--- config.mk ---
export PLATFORM = sky130hd
export DESIGN_NAME = can_message_timeout_monitor
export DESIGN_NICKNAME = d
export VERILOG_FILES = /design/src/hdl/cmtm_pkg.sv /design/src/hdl/can_message_timeout_monitor.sv /design/src/hdl/cmtm_ctrl.sv /design/src/hdl/cmtm_cell.sv
export SDC_FILE = /design/constraint.sdc
export NUM_CORES = 2
export LEC_CHECK = 0
export BUFFER_PORTS_ARGS = -buffer_cell sky130_fd_sc_hd__buf_2
export CAP_MARGIN = 20
export CORE_AREA = 2 2 382 289
export DETAILED_ROUTE_END_ITERATION = 8
export DIE_AREA = 0 0 384 291
export HOLD_SLACK_MARGIN = 0.08
export SLEW_MARGIN = 0
export SYNTH_ARGS = -nofsm -noshare
export SYNTH_HDL_FRONTEND = slang
export SYNTH_SLANG_ARGS = --single-unit
--- constraint.sdc ---
create_clock -name clk -period 9.75 [get_ports clk]
set_input_delay 1.4625 -clock clk [delete_from_list [all_inputs] [get_ports clk]]
set_output_delay 1.4625 -clock clk [all_outputs]
set_load 0.1 [all_outputs]
--- src/hdl/cmtm_pkg.sv ---
// shared types and constants for the can message timeout monitor
package cmtm_pkg;

    // number of supervised entries and widths fixed by the table layout
    localparam int NODES_DEF  = 4;
    localparam int MASK_W     = 4;
    localparam int ID_W       = 11;
    localparam int MS_W       = 16;
    localparam int TIME_W     = 17;
    localparam int RCNT_W     = 7;
    localparam int CHAN_W     = 3;
    localparam int ELAPSED_W  = 8;
    localparam int CFG_IDX_W  = 3;
    localparam int CFG_DATA_W = 64;
    localparam int ID_TBL_W   = 44;

    // reception count limits
    localparam logic [RCNT_W-1:0] RCNT_MAX     = 7'd100;
    localparam logic [RCNT_W-1:0] RCNT_RECOVER = 7'd5;

    // two fifths of the recover time: multiply by 2^18/5 rounded up, then shift
    localparam logic [16:0] RECIP_5     = 17'd52429;
    localparam int          RECIP_SHIFT = 18;

    // register reset values
    localparam logic [CHAN_W-1:0]   CHANNEL_RST = 3'd0;
    localparam logic [2:0]          ACTIVE_RST  = 3'd1;
    localparam logic [ID_TBL_W-1:0] ID_TBL_RST  = 44'h310;
    localparam logic [63:0]         TMO_TBL_RST = 64'd1050;
    localparam logic [63:0]         REC_TBL_RST = 64'd500;
    localparam logic [MS_W-1:0]     DELAY_RST   = 16'd1000;

    // item opcodes
    typedef enum logic [1:0] {
        OP_FRAME = 2'd0,
        OP_TICK  = 2'd1,
        OP_RESET = 2'd2,
        OP_NONE  = 2'd3
    } cmtm_op_t;

    // configuration register indexes
    typedef enum logic [CFG_IDX_W-1:0] {
        CFG_CHANNEL = 3'd0,
        CFG_ACTIVE  = 3'd1,
        CFG_ID_TBL  = 3'd2,
        CFG_TMO_TBL = 3'd3,
        CFG_REC_TBL = 3'd4,
        CFG_DELAY   = 3'd5
    } cmtm_cfg_t;

    // word handed from cell to cell along the chain
    typedef struct packed {
        logic                 frame;
        logic                 init;
        logic                 proc;
        logic [ID_W-1:0]      fid;
        logic [ELAPSED_W-1:0] elapsed;
        logic [MASK_W-1:0]    dis;
        logic [MASK_W-1:0]    set_m;
        logic [MASK_W-1:0]    clr_m;
        logic [MASK_W-1:0]    miss_m;
    } cmtm_word_t;

endpackage

--- src/hdl/can_message_timeout_monitor.sv ---
// top level: configuration registers, decoder and the chain of entry cells
// path: the decoder registers the accepted item, then each cell registers the word; done is the last cell's valid
// one item at a time until the last cell: busy drops while done is shown,
// so the next start is taken in that cycle; the word walks one cell per cycle
// reset: rst_n clears all entries, flags and counters and loads register defaults
// the result is shown for exactly one cycle; the receiver cannot stall it
module can_message_timeout_monitor
#(
    parameter int NODES = cmtm_pkg::NODES_DEF
)
(
    input  logic                            clk,
    input  logic                            rst_n,
    input  logic                            start,
    output logic                            busy,
    input  logic [1:0]                      opcode,
    input  logic [cmtm_pkg::CHAN_W-1:0]     channel,
    input  logic [cmtm_pkg::ID_W-1:0]       frame_id,
    input  logic [cmtm_pkg::ELAPSED_W-1:0]  elapsed_ms,
    input  logic                            ignition_on,
    input  logic                            fault_enable,
    input  logic [cmtm_pkg::MASK_W-1:0]     disable_mask,
    input  logic                            cfg_we,
    input  logic [cmtm_pkg::CFG_IDX_W-1:0]  cfg_index,
    input  logic [cmtm_pkg::CFG_DATA_W-1:0] cfg_data,
    output logic                            done,
    output logic [cmtm_pkg::MASK_W-1:0]     missing_mask,
    output logic [cmtm_pkg::MASK_W-1:0]     fault_set_mask,
    output logic [cmtm_pkg::MASK_W-1:0]     fault_clear_mask
);
    import cmtm_pkg::*;

    logic [CHAN_W-1:0]   channel_reg;
    logic [2:0]          active_reg;
    logic [ID_TBL_W-1:0] id_tbl_reg;
    logic [63:0]         tmo_tbl_reg;
    logic [63:0]         rec_tbl_reg;
    logic [MS_W-1:0]     delay_reg;

    logic                accept;
    logic [2:0]          n_used;
    logic [MASK_W-1:0]   all_mask;
    logic [NODES-1:0]    active_vec;
    logic                chain_valid [0:NODES];
    cmtm_word_t          chain_word  [0:NODES];
    logic [NODES-1:0]    cell_valid;
    logic [NODES-1:0]    last_bit;

    // configuration writes
    always_ff @(posedge clk or negedge rst_n)
    begin
        if (!rst_n)
        begin
            channel_reg <= CHANNEL_RST;
            active_reg  <= ACTIVE_RST;
            id_tbl_reg  <= ID_TBL_RST;
            tmo_tbl_reg <= TMO_TBL_RST;
            rec_tbl_reg <= REC_TBL_RST;
            delay_reg   <= DELAY_RST;
        end
        else if (cfg_we)
        begin
            unique case (cmtm_cfg_t'(cfg_index))
                CFG_CHANNEL: channel_reg <= cfg_data[CHAN_W-1:0];
                CFG_ACTIVE:  active_reg  <= cfg_data[2:0];
                CFG_ID_TBL:  id_tbl_reg  <= cfg_data[ID_TBL_W-1:0];
                CFG_TMO_TBL: tmo_tbl_reg <= cfg_data;
                CFG_REC_TBL: rec_tbl_reg <= cfg_data;
                CFG_DELAY:   delay_reg   <= cfg_data[MS_W-1:0];
                default:
                begin
                end
            endcase
        end
    end

    // entries in use, capped at the number of cells
    assign n_used = (active_reg > 3'(NODES)) ? 3'(NODES) : active_reg;

    always_comb
    begin
        all_mask   = '0;
        active_vec = '0;
        for (int i = 0; i < NODES; i++)
        begin
            active_vec[i] = (3'(i) < n_used);
            all_mask[i]   = active_vec[i];
        end
    end

    assign accept = start && !busy;

    // decoder and global state
    cmtm_ctrl u_ctrl
    (
        .clk           (clk),
        .rst_n         (rst_n),
        .accept        (accept),
        .opcode        (opcode),
        .channel       (channel),
        .frame_id      (frame_id),
        .elapsed_ms    (elapsed_ms),
        .ignition_on   (ignition_on),
        .fault_enable  (fault_enable),
        .disable_mask  (disable_mask),
        .mon_channel   (channel_reg),
        .startup_delay (delay_reg),
        .all_mask      (all_mask),
        .word_valid    (chain_valid[0]),
        .word          (chain_word[0])
    );

    // chain of entry cells
    for (genvar g = 0; g < NODES; g++)
    begin : g_cell
        cmtm_cell #(.IDX(g)) u_cell
        (
            .clk       (clk),
            .rst_n     (rst_n),
            .active    (active_vec[g]),
            .entry_id  (id_tbl_reg[ID_W*g +: ID_W]),
            .timeout   (tmo_tbl_reg[MS_W*g +: MS_W]),
            .recover   (rec_tbl_reg[MS_W*g +: MS_W]),
            .in_valid  (chain_valid[g]),
            .in_word   (chain_word[g]),
            .out_valid (chain_valid[g+1]),
            .out_word  (chain_word[g+1])
        );
        assign cell_valid[g] = chain_valid[g+1];
    end

    // busy while a word is in flight ahead of the last cell
    assign last_bit = NODES'(1) << (NODES - 1);
    assign busy     = chain_valid[0] || |(cell_valid & ~last_bit);

    // result from the last cell
    assign done             = chain_valid[NODES];
    assign missing_mask     = chain_word[NODES].miss_m;
    assign fault_set_mask   = chain_word[NODES].set_m;
    assign fault_clear_mask = chain_word[NODES].clr_m;

endmodule

--- src/hdl/cmtm_ctrl.sv ---
// item decoder with reset, startup hold and ignition state; launches the chain word
module cmtm_ctrl
(
    input  logic                          clk,
    input  logic                          rst_n,
    input  logic                          accept,
    input  logic [1:0]                    opcode,
    input  logic [cmtm_pkg::CHAN_W-1:0]   channel,
    input  logic [cmtm_pkg::ID_W-1:0]     frame_id,
    input  logic [cmtm_pkg::ELAPSED_W-1:0] elapsed_ms,
    input  logic                          ignition_on,
    input  logic                          fault_enable,
    input  logic [cmtm_pkg::MASK_W-1:0]   disable_mask,
    input  logic [cmtm_pkg::CHAN_W-1:0]   mon_channel,
    input  logic [cmtm_pkg::MS_W-1:0]     startup_delay,
    input  logic [cmtm_pkg::MASK_W-1:0]   all_mask,
    output logic                          word_valid,
    output cmtm_pkg::cmtm_word_t          word
);
    import cmtm_pkg::*;

    logic               pend_reg, pend_next;
    logic               started_reg, started_next;
    logic [TIME_W-1:0]  timer_reg, timer_next;
    logic               valid_reg;
    cmtm_word_t         word_reg, word_next;

    // decode one item into global decisions and the chain word
    always_comb
    begin
        logic              go;
        logic [TIME_W-1:0] sum;
        pend_next    = pend_reg;
        started_next = started_reg;
        timer_next   = timer_reg;
        go           = 1'b1;
        sum          = timer_reg + TIME_W'(elapsed_ms);
        word_next         = '0;
        word_next.fid     = frame_id;
        word_next.elapsed = elapsed_ms;
        word_next.dis     = disable_mask;
        unique case (cmtm_op_t'(opcode))
            OP_FRAME:
            begin
                word_next.frame = (channel == mon_channel);
            end
            OP_RESET:
            begin
                pend_next = 1'b1;
            end
            OP_TICK:
            begin
                // a pending reset initialises first
                if (pend_reg)
                begin
                    pend_next      = 1'b0;
                    word_next.init = 1'b1;
                end
                // startup hold after ignition on
                if (ignition_on && !started_reg)
                begin
                    if (sum <= TIME_W'(startup_delay))
                    begin
                        timer_next      = sum;
                        word_next.clr_m = all_mask;
                        go              = 1'b0;
                    end
                    else
                    begin
                        timer_next     = '0;
                        started_next   = 1'b1;
                        word_next.init = 1'b1;
                    end
                end
                // ignition off stops supervision, resets the startup hold and, once started, clears all faults
                if (go && !ignition_on)
                begin
                    if (started_reg)
                    begin
                        word_next.clr_m = all_mask;
                    end
                    timer_next   = '0;
                    started_next = 1'b0;
                    go           = 1'b0;
                end
                word_next.proc = go && fault_enable;
            end
            OP_NONE:
            begin
            end
        endcase
    end

    // control state
    always_ff @(posedge clk or negedge rst_n)
    begin
        if (!rst_n)
        begin
            pend_reg    <= 1'b0;
            started_reg <= 1'b0;
            timer_reg   <= '0;
            valid_reg   <= 1'b0;
        end
        else
        begin
            valid_reg <= accept;
            if (accept)
            begin
                pend_reg    <= pend_next;
                started_reg <= started_next;
                timer_reg   <= timer_next;
            end
        end
    end

    // word payload
    always_ff @(posedge clk)
    begin
        if (accept)
        begin
            word_reg <= word_next;
        end
    end

    assign word_valid = valid_reg;
    assign word       = word_reg;

endmodule

--- src/hdl/cmtm_cell.sv ---
// one supervised entry: time, reception count and missing flag, one chain stage
module cmtm_cell
#(
    parameter int IDX = 0
)
(
    input  logic                      clk,
    input  logic                      rst_n,
    input  logic                      active,
    input  logic [cmtm_pkg::ID_W-1:0] entry_id,
    input  logic [cmtm_pkg::MS_W-1:0] timeout,
    input  logic [cmtm_pkg::MS_W-1:0] recover,
    input  logic                      in_valid,
    input  cmtm_pkg::cmtm_word_t      in_word,
    output logic                      out_valid,
    output cmtm_pkg::cmtm_word_t      out_word
);
    import cmtm_pkg::*;

    logic [TIME_W-1:0] time_reg, time_next;
    logic [RCNT_W-1:0] rcnt_reg, rcnt_next;
    logic              miss_reg, miss_next;
    logic              valid_reg;
    cmtm_word_t        word_reg, word_next;
    logic [33:0]       prod;
    logic [MS_W-1:0]   thr;

    // two fifths of the recover time
    assign prod = {recover, 1'b0} * RECIP_5;
    assign thr  = prod[RECIP_SHIFT +: MS_W];

    // entry update for the arriving word
    always_comb
    begin
        logic [TIME_W-1:0] t;
        logic [RCNT_W-1:0] r;
        logic              m;
        logic              set_b;
        logic              clr_b;
        t     = time_reg;
        r     = rcnt_reg;
        m     = miss_reg;
        set_b = 1'b0;
        clr_b = 1'b0;
        if (in_word.frame)
        begin
            if (in_word.fid == entry_id)
            begin
                t = '0;
                if (r < RCNT_MAX)
                begin
                    r = r + 1'b1;
                end
            end
        end
        else
        begin
            if (in_word.init)
            begin
                m = 1'b1;
                t = '0;
                r = RCNT_RECOVER;
            end
            if (in_word.proc)
            begin
                if (in_word.dis[IDX])
                begin
                    t = '0;
                    r = RCNT_MAX;
                end
                if (t >= TIME_W'(timeout))
                begin
                    r = '0;
                    if (!m)
                    begin
                        m     = 1'b1;
                        set_b = 1'b1;
                    end
                end
                else
                begin
                    t = t + TIME_W'(in_word.elapsed);
                    if (t >= TIME_W'(thr))
                    begin
                        r = '0;
                    end
                    if (r >= RCNT_RECOVER && m)
                    begin
                        m     = 1'b0;
                        clr_b = 1'b1;
                    end
                end
            end
        end
        time_next = t;
        rcnt_next = r;
        miss_next = m;
        word_next = in_word;
        if (active)
        begin
            word_next.set_m[IDX]  = in_word.set_m[IDX] | set_b;
            word_next.clr_m[IDX]  = in_word.clr_m[IDX] | clr_b;
            word_next.miss_m[IDX] = m;
        end
    end

    // entry state, touched only while the entry is in use
    always_ff @(posedge clk or negedge rst_n)
    begin
        if (!rst_n)
        begin
            time_reg  <= '0;
            rcnt_reg  <= '0;
            miss_reg  <= 1'b0;
            valid_reg <= 1'b0;
        end
        else
        begin
            valid_reg <= in_valid;
            if (in_valid && active)
            begin
                time_reg <= time_next;
                rcnt_reg <= rcnt_next;
                miss_reg <= miss_next;
            end
        end
    end

    // hand the word to the next cell
    always_ff @(posedge clk)
    begin
        if (in_valid)
        begin
            word_reg <= word_next;
        end
    end

    assign out_valid = valid_reg;
    assign out_word  = word_reg;

endmodule

## Yosys cells after proc, flatten, opt, wreduce, memory -nomap -nowiden

Cells that the tools add are included.

- Add/sub/neg operators: 9
- Multiply operators: 4
- Magnitude comparators: 22
- Eq/ne operators: 21
- Muxes and demuxes: 144
- Bitwise logic cells: 16
- Reduce and logical (&&, ||, !) cells: 42

Operator list:

| operator | number |
|---|---|
| 2-to-1 mux 17 bit | 35 |
| 2-to-1 mux 7 bit | 44 |
| multiplier 16 x 16 -> 32 bit, second input constant | 4 |
| adder 17 x 8 -> 17 bit | 5 |
| greater-or-equal comparator 17 x 15 -> 1 bit | 4 |
| greater-or-equal comparator 17 x 16 -> 1 bit | 4 |
| 2-to-1 mux 1 bit | 59 |
| == test 11 bit | 4 |
| adder 7 x 1 -> 7 bit, second input constant | 4 |
| greater-or-equal comparator 7 x 3 -> 1 bit, second input constant | 4 |
| < comparator 7 bit, second input constant | 4 |
| AND reduction 2 bit | 11 |
| less-or-equal comparator 17 x 16 -> 1 bit | 1 |
| 2-to-1 mux 4 bit | 4 |
| inequality test 2 x 1 -> 1 bit, second input constant | 8 |
| OR reduction 4 bit | 4 |
| AND reduction 3 bit | 5 |
| logical AND 1 bit | 12 |
| inverter 1 bit | 12 |
| == test 3 x 2 -> 1 bit, second input constant | 2 |
| == test 3 bit, second input constant | 2 |
| < comparator 1 x 3 -> 1 bit, first input constant | 2 |
| < comparator 2 x 3 -> 1 bit, first input constant | 2 |
| bitwise OR 1 bit | 4 |
| other kinds (15) | 18 |

- Bits in registers: 462
- Input bits: 101
- Output and inout bits: 14
- Word-level logic and storage cells: 327

## Logic depth before layout (Yosys ltp)

- Depth after elaboration: 18
- Mapped depth: 32
- Mapped depth without buffers: 32

## Cells and area by module

A second synthesis with hierarchy kept.

- Cells, all modules: 4164
- Area, all modules: 45129.5 µm²

By module, submodules not included:

| module | instances | cells each | area an instance (µm²) | seq. area each (µm²) |
|---|---|---|---|---|
| cmtm_cell at g_cell[0].u_cell ... | 2 | 891 | 8672.1 | 1791.7 |
| cmtm_cell at g_cell[3].u_cell | 1 | 854 | 8552.0 | 1791.7 |
| cmtm_cell at g_cell[2].u_cell | 1 | 853 | 8510.7 | 1791.7 |
| can_message_timeout_monitor | 1 | 421 | 7857.5 | 4879.7 |
| cmtm_ctrl | 1 | 254 | 2865.2 | 1401.3 |

## Least setup slack after synthesis

No wires, ideal clock.

- Path kind: register -> register
- From: register rec_tbl_reg[4]
- To: register g_cell[0].u_cell.word_reg, in the netlist g_cell[0].u_cell.out_word[0] (data pin)
- Library setup time: 0.274 ns
- Arrival time: 7.449 ns
- Required time: 9.476 ns
- Setup slack: 2.027 ns
- Cell stages (with the launch flop): 29
- Path buffers: 0
- Period minus slack after synthesis: 7.723 ns
- Cell sequence: dfstp_2 > ha_1 > fa_1 > inv_1 > fa_1 > fa_1 > inv_1 > fa_1 > inv_1 > fa_1 > inv_1 > ha_1 > and3_1 > a221o_1 > or3_1 > o22a_1 > a41o_1 > o211a_1 > o21a_1 > or2_2 > ha_1 > a21o_1 > a21o_1 > a21oi_1 > nor2_1 > a221oi_1 > nand4_1 > nor4_1 > nor3_1

- Cells in the longest elaborated chain, start to end: 12

Ends and longest elaborated chain:

| what | RTL line | source |
|---|---|---|
| start, declared | can_message_timeout_monitor.sv:37 | `logic [63:0] rec_tbl_reg;` |
| start signal, assigned | can_message_timeout_monitor.sv:68 | `CFG_REC_TBL: rec_tbl_reg <= cfg_data;` |
| multiplier 16 x 16 -> 32 bit | cmtm_cell.sv:29 | `assign prod = {recover, 1'b0} * RECIP_5;` |
| greater-or-equal comparator 17 x 15 -> 1 bit | cmtm_cell.sv:83 | `if (t >= TIME_W'(thr))` |
| 2-to-1 mux 7 bit | cmtm_cell.sv:83 |  |
| 2-to-1 mux 7 bit | cmtm_cell.sv:71 | `if (t >= TIME_W'(timeout))` |
| 2-to-1 mux 7 bit | cmtm_cell.sv:64 | `if (in_word.proc)` |
| 2-to-1 mux 7 bit | cmtm_cell.sv:45 | `if (in_word.frame)` |
| greater-or-equal comparator 7 x 3 -> 1 bit | cmtm_cell.sv:87 | `if (r >= RCNT_RECOVER && m)` |
| logical AND 1 bit | cmtm_cell.sv:87 |  |
| 2-to-1 mux 1 bit | cmtm_cell.sv:87 |  |
| 2-to-1 mux 1 bit | cmtm_cell.sv:71 |  |
| 2-to-1 mux 1 bit | cmtm_cell.sv:64 |  |
| 2-to-1 mux 1 bit | cmtm_cell.sv:45 |  |
| end signal, assigned | cmtm_cell.sv:134 | `word_reg <= word_next;` |
| end, declared | cmtm_cell.sv:24 | `cmtm_word_t word_reg, word_next;` |

No other way between the ends. The select of a mux whose other input is x is not followed.
A chain may end at the register's enable or synchronous reset.

## Final worst setup path

- From: register rec_tbl_reg[5]
- To: register g_cell[0].u_cell.word_reg, in the netlist g_cell[0].u_cell.out_word[0] (data pin)

The elaborated chain is that of the path after synthesis.

==> impl_metrics.json <==
{
  "yosys_warnings": 0,
  "yosys_most_used_dff": "dfrtp_1",
  "synth_seq_area_share_pct": 29.0,
  "synth-seq-cells": 456,
  "syn_avg_cell_area_um2": 10.5,
  "grt_max_degree": 129,
  "via_per_inst": 5.10,
  "antenna_found_initial": 9,
  "drtPass1Iterations": 6,
  "cts_tree": "yes",
  "whs_ns": 0.415,
  "die_h_um": 291,
  "fmax_ghz": 0.117,
  "worstPathArrival_ns": 8.87,
  "fin_worst_skew_ns": 0.0170,
  "antenna_left": 0,
  "synthCells": 3994,
  "overflow": 0,
  "wl_per_cell_um": 18.8,
  "fill_cells": 10500,
  "area_delta_synth_final_pct": 9.51,
  "r2r-start": "rec_tbl_reg[5]$_DFFE_PN1P_",
  "startpoint": "rec_tbl_reg[5]$_DFFE_PN1P_",
  "period_needed_ns": 8.54,
  "worst_pin_slew_ns": 1.02,
  "largest_register_ffs": 108,
  "wl_um": 105000,
  "hp-start": "g_cell[1].u_cell.out_word[9]$_SDFFCE_PP0P_",
  "ctsLongestPathBuffers": 3,
  "dieArea_um2": 112000,
  "path_class": "register to register",
  "clkLatencyLatePin_ns": 0.61,
  "grt_pass1_wl_um": 168000,
  "root_buffer": "clkbuf_16",
  "critPathCaptureType": "register",
  "setup_viol": 0,
  "htreeDepth": 2,
  "slowest_stage": "dfstp_2",
  "cts_resized": 0,
  "cts.sinks": 456,
  "drc": 0,
  "final_hold_viol_count": 0,
  "slew-limit-headroom_pct": 31.5,
  "post-cts-setup-buffer-count": 0,
  "first_global_vias": 29100,
  "place_area_um2": 44100,
  "rsz0062_at_grt": "false",
  "stdcell_area_um2": 45900,
  "gp_congestion": 0.935,
  "critPathTopFamily": "adder cells",
  "holdCritPathClass": "register to register",
  "die_x_um": 384,
  "io-pin-count": 115,
  "maxCapViolCount": 0,
  "final_nets": 5238,
  "crit_buf_inv": 4,
  "slew_violations": 0,
  "io_buffer_count": 114,
  "drive_gt1_share_pct": 10.8,
  "dp.final_hpwl_um": 85800,
  "place_ws_ns": 1.27,
  "fin_crit_sh_pct": 87.6,
  "path_common_cell": "fa_1",
  "synthArstFlopShare_pct": 69.7,
  "setup_slack_ns": 1.21,
  "path_max_fanout": 7,
  "critPathLaunchType": "register",
  "tns_ns": 0,
  "core_area_um2": 108000,
  "worstPathRequired_ns": 10.08,
  "synth-edff-count": 138,
  "cts.clk_slew.worst_paths_ns": 0.07,
  "via_count": 28600,
  "drt_iter0_drc": 1853,
  "cts_hold_buf": 0,
  "synth_cell_types": 79,
  "start_util_pct": 38.6,
  "track_usage_pct": 19.2,
  "cts_buffers": 52,
  "worst_path_largest_cell_delay_ns": 0.63,
  "status": "completed",
  "syn-num-nets": 5126,
  "num_rows": 105,
  "syn-cell-area_um2": 41900
}
==> Yosys cell counts (26+ instances only) <==
cell type	number	share of area (%)
xor2_1	90	1.9
ha_1	706	21
clkbuf_1	61	0.55
inv_1	751	6.7
nand2_1	201	1.8
fa_1	325	16
and3_1	28	0.42
o21a_1	31	0.56
xnor2_1	109	2.3
and2_1	49	0.73
nor2_1	114	1.0
edfxtp_1	138	9.9
dfrtp_1	298	18
nor3_1	49	0.59
a22o_1	49	1.0
a31oi_1	26	0.39
a21oi_1	142	1.7
o21ai_0	140	1.7
nand3_1	67	0.80
nor2b_1	30	0.45
a21o_1	82	1.5
mux2_2	171	4.6
nand4_1	41	0.61
==> routing by layer <==
| metal | track usage, % | up-vias | share of wire, % |
|---|---|---|---|
| met5 | 0 | - | 0 |
| met4 | 3.28 | 0 | 1.6 |
| met3 | 3.47 | 98 | 6.5 |
| met2 | 28.6 | 683 | 42 |
| met1 | 29.2 | 14000 | 49 |
| li1 | - | 13800 | - |
==> final cells by class <==
type	instances	area (um2)	area share [%]
diodes	3	7.51	0.0164
clock buffers	77	1520	3.31
clock inverters	21	206	0.450
inverters	751	2820	6.15
multi-input cells	2710	26600	58.1
flip-flops and latches	456	12100	26.4
well taps	1444	1810	3.94
repair buffers	135	751	1.64
==> cell families after synthesis <==
logic type      after synthesis  synth area share [%]
xor+xnor                    199                  4.16
fa+ha+maj                  1031                  36.6
compound gates              630                  10.0
simple gates                678                  8.03
flops                       456                  29.0
buf+inv                     828                  7.54
mux                         172                  4.62
==> placed cells by master (no fill, tap or decap), types with 28 or more instances in the layout <==
cell type / count
dfrtp_1: 296
nand4_1: 41
o21ai_0: 140
a21oi_1: 142
nor2_1: 112
xnor2_1: 109
a21o_1: 82
and2_1: 49
nor3_1: 48
clkbuf_16: 53
fa_1: 325
ha_1: 706
edfxtp_1: 138
inv_1: 751
nand2_1: 201
xor2_1: 90
o21a_1: 31
nor2b_1: 30
buf_2: 113
mux2_2: 171
nand3_1: 66
a22o_1: 49
and3_1: 28
==> metrics by stage <==
stage | std cells | util [%]
after floorplan | 3994 | -
after global routing | 5594 | 42.3
after CTS | 5594 | 42.3
final | 5597 | 42.3
after global placement | 5496 | 40.7
after detailed placement | 5496 | 40.7
==> worst register-to-register path, delay by kind of cell (launching register included) <==
family / cells / cell delay, ns
AO/OA/AOI/OAI: 9 / 2.08
AND/OR/NAND/NOR: 7 / 1.74
flip-flops: 1 / 0.63
buffers and inverters: 4 / 0.22
adder cells (fa/ha/maj): 8 / 3.60
==> path summary, 6_finish.rpt <==
path	slack (ns)	to	cells past startpoint
worst max register to register	1.21	g_cell[0].u_cell.out_word[0]$_SDFFCE_PP0P_	28
min in group asynchronous	0.86	g_cell[0].u_cell.time_reg[7]$_DFFE_PN0P_	1
max in group asynchronous	7.39	rec_tbl_reg[54]$_DFFE_PN0P_	2
worst max-delay path	1.21	g_cell[0].u_cell.out_word[0]$_SDFFCE_PP0P_	28
worst min-delay path	0.41	g_cell[2].u_cell.out_word[9]$_DFFE_PP_	0
worst min register to register	0.41	g_cell[2].u_cell.out_word[9]$_DFFE_PP_	0
Power is left out: the tool's default activity adds up to more than one toggle a clock period on the data nets, which glitch-free logic cannot reach.
